--- config.mk ---
export PLATFORM = sky130hd
export DESIGN_NAME = msc_controller
export DESIGN_NICKNAME = d
export VERILOG_FILES = /design/src/rtl/msc_pkg.sv /design/src/rtl/msc_controller.sv
export SDC_FILE = /design/constraint.sdc
export NUM_CORES = 1
export LEC_CHECK = 0
export BUFFER_PORTS_ARGS = -buffer_cell sky130_fd_sc_hd__buf_2
export CAP_MARGIN = 5
export CORE_MARGIN = 1.5
export CORE_UTILIZATION = 25
export DETAILED_ROUTE_END_ITERATION = 10
export GPL_TIMING_DRIVEN = 1
export HOLD_SLACK_MARGIN = 0.06
export PLACE_DENSITY = 0.53
export SKIP_CTS_REPAIR_TIMING = 1
export SYNTH_ARGS = -nofsm -noshare
export SYNTH_HDL_FRONTEND = slang
export SYNTH_SLANG_ARGS = --single-unit
export TNS_END_PERCENT = 20
--- constraint.sdc ---
create_clock -name clk -period 1.7 [get_ports clk]
set_clock_uncertainty 0.2 [all_clocks]
set_input_delay 0 -clock clk [delete_from_list [all_inputs] [get_ports clk]]
set_output_delay 0 -clock clk [all_outputs]
set_load 0.01 [all_outputs]
--- src/rtl/msc_pkg.sv ---
// ----------------------------------------------------------------------------
// MIPS subset core package
// Shared types, codes and constants for the controller and datapath.
// ----------------------------------------------------------------------------
package msc_pkg;

  localparam int unsigned MemBytesDefault = 65536;

  typedef enum logic [2:0] {
    ACT_LOAD_INSTR = 3'd0,
    ACT_LOAD_DATA  = 3'd1,
    ACT_STEP       = 3'd2,
    ACT_READ_REG   = 3'd3,
    ACT_READ_DATA  = 3'd4
  } action_t;

  localparam logic [5:0] OpRtype  = 6'b000000;
  localparam logic [5:0] OpJump   = 6'b000010;
  localparam logic [5:0] OpBeq    = 6'b000100;
  localparam logic [5:0] OpLw     = 6'b100011;
  localparam logic [5:0] OpSw     = 6'b101011;
  localparam logic [4:0] OpRtHi   = 5'b00001;
  localparam logic [2:0] AluAddu  = 3'b001;
  localparam logic [2:0] AluSubu  = 3'b011;
  localparam logic [2:0] AluAnd   = 3'b100;
  localparam logic [2:0] AluOr    = 3'b101;
  localparam logic [2:0] AluXor   = 3'b110;
  localparam logic [2:0] AluNor   = 3'b111;
  localparam logic [31:0] HaltWord = 32'hFFFF_FFFF;

  typedef enum logic [3:0] {
    ST_IDLE,
    ST_FETCH,
    ST_FETCH_WAIT,
    ST_DECODE,
    ST_EXEC,
    ST_MEM,
    ST_MEM_WAIT,
    ST_WB,
    ST_READ,
    ST_OUT
  } state_t;

  // Controller to datapath.
  typedef struct packed {
    logic capture;    // latch the input word
    logic ld_write;   // write a byte from the input word into a memory
    logic fetch_rd;   // read instruction byte (byte_cnt)
    logic decode;     // assemble instruction, check for the halt word
    logic exec;       // read registers, start ALU and next PC
    logic mem_rd;     // read data byte (byte_cnt)
    logic mem_wr;     // write data byte (byte_cnt)
    logic wb;         // register writeback
    logic rd_data;    // read data byte for the read action
    logic cnt_clr;
    logic cnt_inc;
    logic out_load;   // build result word
  } dp_cmd_t;

  // Datapath to controller.
  typedef struct packed {
    logic [2:0] action;
    logic       halted;
    logic       is_jump;
    logic       is_load;
    logic       is_store;
    logic [2:0] byte_cnt;
  } dp_stat_t;

endpackage

--- src/rtl/msc_controller.sv ---
// ----------------------------------------------------------------------------
// MIPS subset core controller
// Sequences fetch, decode, execute, memory access and writeback per word.
// ----------------------------------------------------------------------------
module msc_controller (
  input  logic               clk,
  input  logic               rst,
  input  logic               in_valid,
  output logic               in_ready,
  output logic               out_valid,
  input  logic               out_ready,
  input  msc_pkg::dp_stat_t  stat,
  output msc_pkg::dp_cmd_t   cmd
);

  msc_pkg::state_t state, state_next;

  always_ff @(posedge clk) begin
    if (rst) begin
      state <= msc_pkg::ST_IDLE;
    end else begin
      state <= state_next;
    end
  end

  always_comb begin
    state_next = state;
    cmd        = '0;
    in_ready   = 1'b0;
    out_valid  = 1'b0;
    unique case (state)
      msc_pkg::ST_IDLE: begin
        in_ready = 1'b1;
        if (in_valid) begin
          cmd.capture = 1'b1;
          cmd.cnt_clr = 1'b1;
          state_next  = msc_pkg::ST_FETCH;
        end
      end
      msc_pkg::ST_FETCH: begin
        priority case (stat.action)
          msc_pkg::ACT_STEP: state_next = stat.halted ? msc_pkg::ST_READ
                                                      : msc_pkg::ST_FETCH_WAIT;
          msc_pkg::ACT_LOAD_INSTR, msc_pkg::ACT_LOAD_DATA: begin
            cmd.ld_write = 1'b1;
            state_next   = msc_pkg::ST_READ;
          end
          default: begin
            cmd.rd_data = 1'b1;
            state_next  = msc_pkg::ST_READ;
          end
        endcase
      end
      msc_pkg::ST_FETCH_WAIT: begin
        // Four instruction-byte reads; each byte lands in the following cycle.
        cmd.fetch_rd = 1'b1;
        cmd.cnt_inc  = 1'b1;
        if (stat.byte_cnt == 3'd3) begin
          state_next = msc_pkg::ST_DECODE;
        end
      end
      msc_pkg::ST_DECODE: begin
        cmd.decode  = 1'b1;
        cmd.cnt_clr = 1'b1;
        state_next  = msc_pkg::ST_EXEC;
      end
      msc_pkg::ST_EXEC: begin
        if (stat.halted) begin
          state_next = msc_pkg::ST_READ;
        end else begin
          cmd.exec   = 1'b1;
          state_next = msc_pkg::ST_MEM;
        end
      end
      msc_pkg::ST_MEM: begin
        // ALU result settles this cycle.
        if (stat.is_jump) begin
          state_next = msc_pkg::ST_READ;
        end else if (stat.is_load || stat.is_store) begin
          state_next = msc_pkg::ST_MEM_WAIT;
        end else begin
          state_next = msc_pkg::ST_WB;
        end
      end
      msc_pkg::ST_MEM_WAIT: begin
        cmd.mem_rd  = stat.is_load;
        cmd.mem_wr  = stat.is_store;
        cmd.cnt_inc = 1'b1;
        if (stat.byte_cnt == 3'd3) begin
          state_next = msc_pkg::ST_WB;
        end
      end
      msc_pkg::ST_WB: begin
        cmd.wb     = 1'b1;
        state_next = msc_pkg::ST_READ;
      end
      msc_pkg::ST_READ: begin
        cmd.out_load = 1'b1;
        state_next   = msc_pkg::ST_OUT;
      end
      msc_pkg::ST_OUT: begin
        out_valid = 1'b1;
        if (out_ready) begin
          state_next = msc_pkg::ST_IDLE;
        end
      end
      default: state_next = msc_pkg::ST_IDLE;
    endcase
  end

endmodule

==> impl_results.md <==
* Outcome: completed
* Starting density of the core at approximately 28%
* Syn nets at 74
* Post-route minimum period at 1.65 ns
* CTS tree: yes
* Main synth FF type: dfxtp_1
* Antenna Cells at 0
* Critical Path AT at about 1.6 ns
* Synth top area share at 18.2%
* WHS Endpoint: state[3]
* Switching share of power at 36.1%
* Routed len/inst at 11.7 um
* Met3 usage at under 10%
* Syn Area/Cell at 7.34 sq um
* RSZ-0062 raised after global routing: true
* Area Overhead vs Synth at 63.1%
* Global-route wire length before repair at 1.98 mm
* Seq cells post-synth at 4
* CP Max Fanout at 1
* Nets at 115
* GR peak layer: met1
* I/O Buffers at 27
* FFs w/ async S/R, synth at 0%
* Max_slew headroom at roughly 76%
* DP HPWL at 1.04 mm
* HP Start: stat[6]
* Worst-margin pin slew at between 0.3 and 0.4 ns
* Pwr Density at approximately 660 mW/mm^2
* Clock Latency Late Sink at 0.23 ns
* Final period util at a little over nine tenths
* Critical register-to-register path startpoint: state[1]
* Distinct cells, synth at 30
* Setup TNS at 0 ns
* M1 GR Usage at around a fifth
* # H-tree levels at 1
* Critical Path End Type: flop
* Setup WS pre-CTS at 0.158 ns
* Vias in the first global route at 449
* DRT Wirelength at roughly 1.3 mm
* CP Class: in2reg
* Post-route DRC at 0
* Largest net degree at the start of global routing at 12
* Peak supply drop at 0.000290 V
* Grt ovf at 0
* Pleak at 0.356 nW
* Fmax at 0.605 GHz
* Largest register FFs at 4
* Root Buffer: clkbuf_4
* Placed cell areas at around 610 sq um
* Antenna violations before repair at 0
* Post-synth top area cell: dfxtp_1
* # Max-Cap Violations at 0
* RD Place Congestion at 0.776
* CTS Buf Count at 3
* Die area at 0.00202 sq mm
* Clock transition at path regs at 0.04 ns
* EDFF count, synth at 0
* First-pass DRT Iterations at 4
* Most flop-heavy register: state
* Mapped Area at 440 sq um
* FF-to-FF End: state[0]
* Detailed-route via count at approximately 570
* Core ar. at 0.00158 sq mm
* Clock share of power at 23.8%
* Setup crit start kind: input port
* Sequential fraction of the synthesis area at 18.2%
* Combinational Power Share at 51.6%
* R2R setup slack at 0.14 ns
* Met2 Resource Use GR at a little under a fifth
* Maximum clock path buffer count at 2
* Top post-synthesis cells by area: dfxtp_1 (18%), nor2_1 (6.0%), a21oi_1 (5.7%)
* Ratio of cells with drive above 1 in the final layout at 43.4%
* Io pins at 28
* Final setup viols at 0
* Final Hold Fails at 0
* Initial DRC Count at 9
* Die Ht at approximately 45 um
* Final worst slack at 0.0472 ns
* Int Pwr at approximately 0.3 mW
* Row Count at 14
* Reg power frac at 24.6%
* Max Slew Vio Count at 0
* Final Instance Area at 718 sq um
* Hold depth at 4
* CTS sink cnt at 4
* Warnings from Yosys at 0
* Worst hold path class: in2reg
* Total Routing Usage GR at 13.5%
* Layout fillers at 169
* R2R depth at 4
* ANT nets after route at 0
* Vias per std cell at 4.99
* Post-Syn Instances at 60
* Die width at 45.0 um
* Switching power of the nets at 0.170 mW
* WP data required at 1.67 ns
* Largest registers: state: 4 flops
==> Yosys cell counts, drive strengths merged (2+ instances only) <==
library cell  n
nor2          7
a21oi         6
buf           4
dfxtp         4
nand2b        4
nor3          4
nand2         3
nor2b         3
nor4          3
and3          2
nand3b        2
nor3b         2
o21ai         2
or3           2
==> critical path, cell delays in order <==
cell and delay [ns]:
dlygate4sd3_1 0.53, buf_2 0.11, nand3b_1 0.14, dlygate4sd3_1 0.56, a21oi_1 0.14, a31o_1 0.14
==> power groups by stage <==
stage / clock network, mW / registers (mW) / logic [mW]
floorplan: 0 / 0.115 / 0.143
global route: 0.126 / 0.117 / 0.270
CTS: 0.120 / 0.116 / 0.223
detailed placement: 0 / 0.117 / 0.222
finish: 0.112 / 0.116 / 0.244
global placement: 0 / 0.117 / 0.224
==> worst max path at each step <==
| stage | start | to | depth (start not counted) |
|---|---|---|---|
| after floorplan | state[3] | cmd[2] | 4 |
| after global placement | state[0] | state[0] | 4 |
| after detailed placement | state[1] | state[0] | 4 |
| after CTS | state[1] | cmd[10] | 4 |
| after global routing | state[2] | cmd[2] | 5 |
| final | stat[2] | state[0] | 6 |
==> cell type report <==
class | instances | area, sq um | share of cell area [%]
Inverter | 1 | 3.75 | 0.523
Timing Repair Buffer | 40 | 253 | 35.2
Tap cell | 16 | 20.0 | 2.79
Sequential cell | 4 | 80.1 | 11.1
Clock buffer | 3 | 22.5 | 3.14
Multi-Input combinational cell | 51 | 339 | 47.2
==> cells by family (layout without fill, tap and decap cells) <==
family | Yosys count | after routing | synth area share (%)
flops | 4 | 4 | 18.2
mux | 1 | 1 | 2.27
compound gates | 13 | 13 | 21.6
buf+inv | 5 | 44 | 5.96
simple gates | 37 | 37 | 52.0
==> cells in the final DEF (no fill, tap or decap), drive strengths merged, types with 2 or more instances in the layout <==
cell,instances
or3,2
dlygate4sd3,8
nand2,3
nand3b,2
dfxtp,4
nor3,4
a21oi,6
nand2b,4
o21ai,2
clkbuf,3
buf,32
nor3b,2
nor2,7
nor4,3
and3,2
nor2b,3
==> metal layers <==
layer	share of wire [%]	wire [um]
met4	0	0
met1	48	643
met5	0	0
met2	48	645
met3	4.1	55
==> through the flow <==
stage	std cells	power (mW)	hold WS [ns]	util [%]
after floorplan	60	0.258	-0.150	-
after global placement	104	0.341	0.0618	38.7
after detailed placement	104	0.339	0.0678	38.7
after CTS	107	0.458	-0.178	40.2
after global routing	115	0.513	0.0764	45.6
final	115	0.473	0.0502	45.6
Note: power is estimated with default switching activity, not from simulation.
